File: config.mk
export PLATFORM = sky130hd
export DESIGN_NAME = detector_anchor_box_decode_filter_unit
export DESIGN_NICKNAME = d
export VERILOG_FILES = /design/src/rtl/abdf_pkg.sv /design/src/rtl/abdf_axis.sv /design/src/rtl/detector_anchor_box_decode_filter_unit.sv
export SDC_FILE = /design/constraint.sdc
export NUM_CORES = 2
export LEC_CHECK = 0
export BUFFER_PORTS_ARGS = -buffer_cell sky130_fd_sc_hd__buf_4
export CAP_MARGIN = 5
export CORE_MARGIN = 5
export CORE_UTILIZATION = 48
export CTS_CLUSTER_DIAMETER = 50
export DETAILED_ROUTE_END_ITERATION = 10
export PLACE_DENSITY = 0.62
export SKIP_LAST_GASP = 1
export SLEW_MARGIN = 25
export SYNTH_ARGS = -nofsm -noshare
export SYNTH_HDL_FRONTEND = slang
export SYNTH_HIERARCHICAL = 1
export SYNTH_SLANG_ARGS = --single-unit
File: constraint.sdc
create_clock -name clk -period 18.5 [get_ports clk]
set_input_delay 2.775 -clock clk [delete_from_list [all_inputs] [get_ports clk]]
set_output_delay 2.775 -clock clk [all_outputs]
set_load 0.1 [all_outputs]
File: src/rtl/abdf_pkg.sv
// Shared constants, types and field layout for the anchor box decode filter.
package abdf_pkg;

	localparam int CLASS_COUNT = 4;
	// Only the score fields that exist can take part.
	localparam int CLASS_USED = (CLASS_COUNT < 1) ? 1 : ((CLASS_COUNT > 4) ? 4 : CLASS_COUNT);
	localparam int SCORE_FIELDS = 4;

	localparam int ANCHOR_W = 14;
	localparam int COORD_W = 16;
	localparam int SCORE_W = 16;
	localparam int SCALE_W = 16;
	localparam int PIX_W = 12;
	localparam int CLASS_W = 2;
	localparam int EDGE_W = 14;
	localparam int SPAN_W = 15;
	localparam int AREA_W = 2 * PIX_W;
	localparam int CFG_IDX_W = 3;
	localparam int CFG_DATA_W = 16;

	localparam int HARD_MIN_SIDE = 2;

	// Input tdata layout, lowest bit first.
	localparam int IN_ANCHOR_LO = 0;
	localparam int IN_CX_LO = IN_ANCHOR_LO + ANCHOR_W;
	localparam int IN_CY_LO = IN_CX_LO + COORD_W;
	localparam int IN_BW_LO = IN_CY_LO + COORD_W;
	localparam int IN_BH_LO = IN_BW_LO + COORD_W;
	localparam int IN_SCORE_LO = IN_BH_LO + COORD_W;
	localparam int IN_BITS = IN_SCORE_LO + SCORE_FIELDS * SCORE_W;
	localparam int IN_DATA_W = ((IN_BITS + 7) / 8) * 8;

	localparam int OUT_BITS = ANCHOR_W + CLASS_W + SCORE_W + 4 * PIX_W;
	localparam int OUT_DATA_W = ((OUT_BITS + 7) / 8) * 8;

	// Register indexes on the configuration port.
	localparam logic [CFG_IDX_W-1:0] REG_CONF_THRESHOLD = 3'd0;
	localparam logic [CFG_IDX_W-1:0] REG_X_SCALE = 3'd1;
	localparam logic [CFG_IDX_W-1:0] REG_Y_SCALE = 3'd2;
	localparam logic [CFG_IDX_W-1:0] REG_IMAGE_WIDTH = 3'd3;
	localparam logic [CFG_IDX_W-1:0] REG_IMAGE_HEIGHT = 3'd4;
	localparam logic [CFG_IDX_W-1:0] REG_MIN_BOX_SIDE = 3'd5;
	localparam logic [CFG_IDX_W-1:0] REG_MIN_BOX_AREA = 3'd6;

	// Per-stage load enables of the pipeline.
	typedef struct packed {
		logic s1;
		logic s2;
		logic s3;
		logic s4;
		logic so;
	} stage_ld_t;

endpackage

File: src/rtl/abdf_axis.sv
// One axis of the box decode: scale centre and size, then clamp to the image.
module abdf_axis (
	input  logic                             clk,
	input  abdf_pkg::stage_ld_t              ld,
	input  logic [abdf_pkg::COORD_W-1:0]     centre,
	input  logic [abdf_pkg::COORD_W-1:0]     size,
	input  logic [abdf_pkg::SCALE_W-1:0]     scale,
	input  logic [abdf_pkg::PIX_W-1:0]       limit,
	output logic [abdf_pkg::EDGE_W-1:0]      edge_s3,
	output logic signed [abdf_pkg::SPAN_W-1:0] span_s3
);
	import abdf_pkg::*;

	localparam int DIFF_W = COORD_W + 2;
	localparam int EPROD_W = (COORD_W + 1) + SCALE_W;
	localparam int SPROD_W = COORD_W + SCALE_W;

	logic signed [DIFF_W-1:0] diff_s1;
	logic [COORD_W-1:0]       size_s1;
	logic [EPROD_W-1:0]       eprod_s2;
	logic [SPROD_W-1:0]       sprod_s2;
	logic signed [SPAN_W-1:0] lim;
	logic signed [SPAN_W-1:0] span_raw;
	logic [EDGE_W-1:0]        edge_raw;

	// 2*centre - size, one fraction bit more than the inputs
	always_ff @(posedge clk) begin
		if (ld.s1) begin
			diff_s1 <= $signed({1'b0, centre, 1'b0}) - $signed({2'b00, size});
			size_s1 <= size;
		end
	end

	// A non-positive edge clamps to zero, so its product is forced to zero.
	always_ff @(posedge clk) begin
		if (ld.s2) begin
			if (diff_s1 > 0)
				eprod_s2 <= diff_s1[COORD_W:0] * scale;
			else
				eprod_s2 <= '0;
			sprod_s2 <= size_s1 * scale;
		end
	end

	assign edge_raw = eprod_s2[EPROD_W-1 -: EDGE_W];
	assign span_raw = $signed({1'b0, sprod_s2[SPROD_W-1 -: EDGE_W]});
	assign lim = $signed({{(SPAN_W-PIX_W){1'b0}}, limit}) -
		$signed({{(SPAN_W-EDGE_W){1'b0}}, edge_raw});

	always_ff @(posedge clk) begin
		if (ld.s3) begin
			edge_s3 <= edge_raw;
			span_s3 <= (span_raw > lim) ? lim : span_raw;
		end
	end

endmodule

File: src/rtl/detector_anchor_box_decode_filter_unit.sv
// Top level: anchor row argmax, confidence filter, box decode, clamp and size filter.
//
//  channel  | direction | transfer contents
//  s_axis   | in        | one anchor row: index, centre, size, four class scores
//  m_axis   | out       | one kept box: anchor, class, confidence, corner box
//  cfg      | in        | register write, index 0..6, no read-back
//
// Five register stages (argmax and edge offset, products, clamp, side test and
// area product, output register); one row can enter every cycle unless a stall
// on m_axis has filled the stages. Dropped rows leave bubbles, not results.
// Each stage loads when it is empty or the stage after it loads, so a stall on
// m_axis fills bubbles first and loses nothing. arst_n clears valid bits and
// puts the configuration registers at their defaults.
module detector_anchor_box_decode_filter_unit (
	input  logic                                clk,
	input  logic                                arst_n,
	input  logic                                s_axis_tvalid,
	output logic                                s_axis_tready,
	// anchor_index, centre_x, centre_y, box_w, box_h, score_0..score_3, zero pad
	input  logic [abdf_pkg::IN_DATA_W-1:0]      s_axis_tdata,
	output logic                                m_axis_tvalid,
	input  logic                                m_axis_tready,
	// kept_anchor, winning class, confidence, box_left, box_top, box_width, box_height
	output logic [abdf_pkg::OUT_DATA_W-1:0]     m_axis_tdata,
	input  logic                                cfg_we,
	input  logic [abdf_pkg::CFG_IDX_W-1:0]      cfg_index,
	input  logic [abdf_pkg::CFG_DATA_W-1:0]     cfg_data
);
	import abdf_pkg::*;

	// configuration registers
	logic [SCORE_W-1:0] conf_threshold_q;
	logic [SCALE_W-1:0] x_scale_q;
	logic [SCALE_W-1:0] y_scale_q;
	logic [PIX_W-1:0]   image_width_q;
	logic [PIX_W-1:0]   image_height_q;
	logic [PIX_W-1:0]   min_box_side_q;
	logic [SCORE_W-1:0] min_box_area_q;

	always_ff @(posedge clk or negedge arst_n) begin
		if (!arst_n) begin
			conf_threshold_q <= 16'd16384;
			x_scale_q        <= 16'd4096;
			y_scale_q        <= 16'd4096;
			image_width_q    <= 12'd640;
			image_height_q   <= 12'd640;
			min_box_side_q   <= 12'd6;
			min_box_area_q   <= 16'd120;
		end else if (cfg_we) begin
			unique case (cfg_index)
				REG_CONF_THRESHOLD: conf_threshold_q <= cfg_data;
				REG_X_SCALE:        x_scale_q <= cfg_data;
				REG_Y_SCALE:        y_scale_q <= cfg_data;
				REG_IMAGE_WIDTH:    image_width_q <= cfg_data[PIX_W-1:0];
				REG_IMAGE_HEIGHT:   image_height_q <= cfg_data[PIX_W-1:0];
				REG_MIN_BOX_SIDE:   min_box_side_q <= cfg_data[PIX_W-1:0];
				REG_MIN_BOX_AREA:   min_box_area_q <= cfg_data;
				default: ;
			endcase
		end
	end

	// pipeline control
	logic      v_s1, v_s2, v_s3, v_s4, out_valid_q;
	stage_ld_t ld;

	assign ld.so = !out_valid_q || m_axis_tready;
	assign ld.s4 = !v_s4 || ld.so;
	assign ld.s3 = !v_s3 || ld.s4;
	assign ld.s2 = !v_s2 || ld.s3;
	assign ld.s1 = !v_s1 || ld.s2;
	assign s_axis_tready = ld.s1;

	// argmax over the used classes, first highest wins
	logic [SCORE_W-1:0] best;
	logic [CLASS_W-1:0] win_cls;
	logic               conf_ok;

	always_comb begin
		best = s_axis_tdata[IN_SCORE_LO +: SCORE_W];
		win_cls = '0;
		for (int c = 1; c < CLASS_USED; c++) begin
			if (s_axis_tdata[IN_SCORE_LO + c*SCORE_W +: SCORE_W] > best) begin
				best = s_axis_tdata[IN_SCORE_LO + c*SCORE_W +: SCORE_W];
				win_cls = CLASS_W'(c);
			end
		end
	end

	assign conf_ok = best >= conf_threshold_q;

	// payload carried alongside the axis datapaths
	logic [ANCHOR_W-1:0] anchor_s1, anchor_s2, anchor_s3, anchor_s4;
	logic [CLASS_W-1:0]  cls_s1, cls_s2, cls_s3, cls_s4;
	logic [SCORE_W-1:0]  conf_s1, conf_s2, conf_s3, conf_s4;

	always_ff @(posedge clk or negedge arst_n) begin
		if (!arst_n) begin
			v_s1 <= 1'b0;
			v_s2 <= 1'b0;
			v_s3 <= 1'b0;
			v_s4 <= 1'b0;
		end else begin
			if (ld.s1) v_s1 <= s_axis_tvalid && conf_ok;
			if (ld.s2) v_s2 <= v_s1;
			if (ld.s3) v_s3 <= v_s2;
			if (ld.s4) v_s4 <= v_s3;
		end
	end

	always_ff @(posedge clk) begin
		if (ld.s1) begin
			anchor_s1 <= s_axis_tdata[IN_ANCHOR_LO +: ANCHOR_W];
			cls_s1    <= win_cls;
			conf_s1   <= best;
		end
		if (ld.s2) begin
			anchor_s2 <= anchor_s1;
			cls_s2    <= cls_s1;
			conf_s2   <= conf_s1;
		end
		if (ld.s3) begin
			anchor_s3 <= anchor_s2;
			cls_s3    <= cls_s2;
			conf_s3   <= conf_s2;
		end
		if (ld.s4) begin
			anchor_s4 <= anchor_s3;
			cls_s4    <= cls_s3;
			conf_s4   <= conf_s3;
		end
	end

	logic [EDGE_W-1:0]        left_s3, top_s3;
	logic signed [SPAN_W-1:0] width_s3, height_s3;

	abdf_axis u_axis_x (
		.clk     (clk),
		.ld      (ld),
		.centre  (s_axis_tdata[IN_CX_LO +: COORD_W]),
		.size    (s_axis_tdata[IN_BW_LO +: COORD_W]),
		.scale   (x_scale_q),
		.limit   (image_width_q),
		.edge_s3 (left_s3),
		.span_s3 (width_s3)
	);

	abdf_axis u_axis_y (
		.clk     (clk),
		.ld      (ld),
		.centre  (s_axis_tdata[IN_CY_LO +: COORD_W]),
		.size    (s_axis_tdata[IN_BH_LO +: COORD_W]),
		.scale   (y_scale_q),
		.limit   (image_height_q),
		.edge_s3 (top_s3),
		.span_s3 (height_s3)
	);

	// side tests; the area product only matters when both sides pass
	logic signed [SPAN_W-1:0] min_side;
	logic signed [SPAN_W-1:0] hard_min;
	logic                     side_ok;
	logic                     side_ok_s4;
	logic [AREA_W-1:0]        area_s4;
	logic [PIX_W-1:0]         left_s4, top_s4, width_s4, height_s4;

	assign min_side = $signed({{(SPAN_W-PIX_W){1'b0}}, min_box_side_q});
	assign hard_min = SPAN_W'(HARD_MIN_SIDE);
	assign side_ok = (width_s3 >= min_side) && (height_s3 >= min_side) &&
		(width_s3 >= hard_min) && (height_s3 >= hard_min);

	always_ff @(posedge clk) begin
		if (ld.s4) begin
			side_ok_s4 <= side_ok;
			area_s4    <= width_s3[PIX_W-1:0] * height_s3[PIX_W-1:0];
			left_s4    <= left_s3[PIX_W-1:0];
			top_s4     <= top_s3[PIX_W-1:0];
			width_s4   <= width_s3[PIX_W-1:0];
			height_s4  <= height_s3[PIX_W-1:0];
		end
	end

	logic                  keep;
	logic [OUT_DATA_W-1:0] out_data_q;

	assign keep = v_s4 && side_ok_s4 &&
		(area_s4 >= {{(AREA_W-SCORE_W){1'b0}}, min_box_area_q});

	always_ff @(posedge clk or negedge arst_n) begin
		if (!arst_n)
			out_valid_q <= 1'b0;
		else if (ld.so)
			out_valid_q <= keep;
	end

	always_ff @(posedge clk) begin
		if (ld.so)
			out_data_q <= OUT_DATA_W'({height_s4, width_s4, top_s4, left_s4,
				conf_s4, cls_s4, anchor_s4});
	end

	assign m_axis_tvalid = out_valid_q;
	assign m_axis_tdata  = out_data_q;

endmodule

==> flow_summary.ini <==
[routing]
drt-pass1-iter-count = 5
totalWireLength_um = 159000
wire_per_inst_um = 19.8
ant_nets = 0
via_per_inst = 5.32
drt_iter0_drc = 2686
vias = 42500
drc = 0

[hold_path]
hold_class = flip-flop to flip-flop
min_path_cells = 0
hold_start = anchor_s2[4]
holdPathEnd = anchor_s3[4]

[clock_tree]
cts_root_buffer = clkbuf_16
clk_path_buf_depth = 3
cts_sinks = 562
post_cts_buffers = 0
cts-htree-levels = 3
clock_latency_ns = 0.64
clk_pin_slew_ns = 0.06
cts_tree = done
cts_resized = 0
cts-hold-fix-buffers = 0
cts_buffers = 74

[timing]
setup_viol = 0
finalCriticalPeriod_ns = 10.89
worst_slack_ns = 7.61
fin_worst_skew_ns = 0.0202
worst_slew_margin_rel = 0.317
fin_crit_sh = 0.588
hold_violations = 0
fmax_ghz = 0.0919
rsz0062_at_grt = no
tightest_slew_ns = 1.02
fin_tns_setup_ns = 0
slew_viol_final = 0

[global_routing]
grtUsageTotal = 0.235
overflow = 0
grt_max_degree = 84
antenna_found_initial = 6
grt_pass1_vias = 44300
grt_pass1_wl_um = 251000

[critical_path]
cp-end-kind = flip-flop
rrSetupSlack_ns = 11.39
startpoint_type = input pin
slowest_stage = o31ai_4
cp_max_fo = 33
cp_common_cell = a21o_1
criticalPathCategory = input pin to flip-flop
worst_ep_arrival_time_ns = 11.40
required_ns = 19.02
reg2reg_depth = 21
critPathMaxStageDelay_ns = 0.83
r2r-start = x_scale_q[9]
rr_endpoint = u_axis_x/eprod_s2[30]

[final_layout]
multi_input_area_um2 = 40900
area_growth_pct = 10.1
final-seq-area_um2 = 16400
fin_nets = 7910
drive_gt1_frac = 0.0990
final_area_um2 = 68900
n_fill_cell = 11600

[synth]
synth_fp_nets = 7741
ys_warn_count = 6
syn_area_um2 = 62600
syn_area_per_cell_um2 = 10.4
syn_inst = 6016

[run]
maxCapViolations = 0

[floorplanning]
coreArea_um2 = 129000
core.rowCount = 132
start_util = 0.483
die_w_um = 371
dieArea_um2 = 138000
die_y_um = 371
pin_count = 250

[placed_design]
dp_worst_setup_slack_ns = 6.99
post_dp_cell_area_um2 = 66300
globalplace.congestion = 0.868
dp_hpwl_um = 120000
port_buffers = 247

[outcome]
status = finished clean
==> sequential cells by signal (all words and copies together) (netlist names), 18 cells and up <==
register          flops
area_s4              24
m_axis_tdata         80
u_axis_x/diff_s1     18
u_axis_y/diff_s1     18
==> worst max-delay path: cells and delay by family <==
kind / cells / cell delay, ns
mux: 1 / 0.44
simple gates: 9 / 2.20
compound gates: 18 / 4.42
fa+ha+maj: 4 / 1.07
buf+inv: 4 / 0.45
==> per-stage QoR <==
stage	hold slack [ns]	instances	util
after CTS	0.397	7986	0.532
after global placement	0.400	7850	0.512
after floorplan	0.400	6016	-
final	0.409	7992	0.532
after detailed placement	0.405	7850	0.512
after global routing	0.415	7988	0.532
==> cells in the final DEF (no fill, tap or decap), drive strengths merged, types with 41 or more instances in the layout <==
master     n
edfxtp   457
fa       904
ha       653
buf      307
nor3      67
xnor2     63
a21o      74
nor2     100
nand3     56
nand2    773
and2     508
xor2      50
dfrtp     92
mux2     102
o21ai     93
inv     1224
o21a      41
clkbuf    93
a21oi    152
==> area by class of cell <==
type                            instances  share of cell area
Clock buffer                           93              0.0289
Tap cell                             1742              0.0316
Inverter                             1207              0.0658
Sequential cell                       562               0.238
Antenna cell                            5            0.000182
Timing Repair Buffer                  307              0.0340
Multi-Input combinational cell       4033               0.594
Clock inverter                         43             0.00837
==> layer usage <==
metal,track usage,share of wire
met3,0.0589,0.086
met4,0.0436,0.015
met1,0.348,0.46
met2,0.354,0.44
met5,0,0.00010
==> how the worst max path moves through the flow <==
stage	startpoint	to	slack, ns
2_1_floorplan	s_axis_tdata[93]	v_s1	8.64
3_3_place_gp	s_axis_tdata[93]	v_s1	6.98
3_5_place_dp	s_axis_tdata[93]	v_s1	6.99
4_1_cts	s_axis_tdata[93]	v_s1	7.63
5_1_grt	s_axis_tdata[91]	v_s1	6.98
6_report	s_axis_tdata[93]	v_s1	7.61
Power is not shown: default switching activity piles up to over one toggle a cycle in this logic, so the estimate is an artifact.
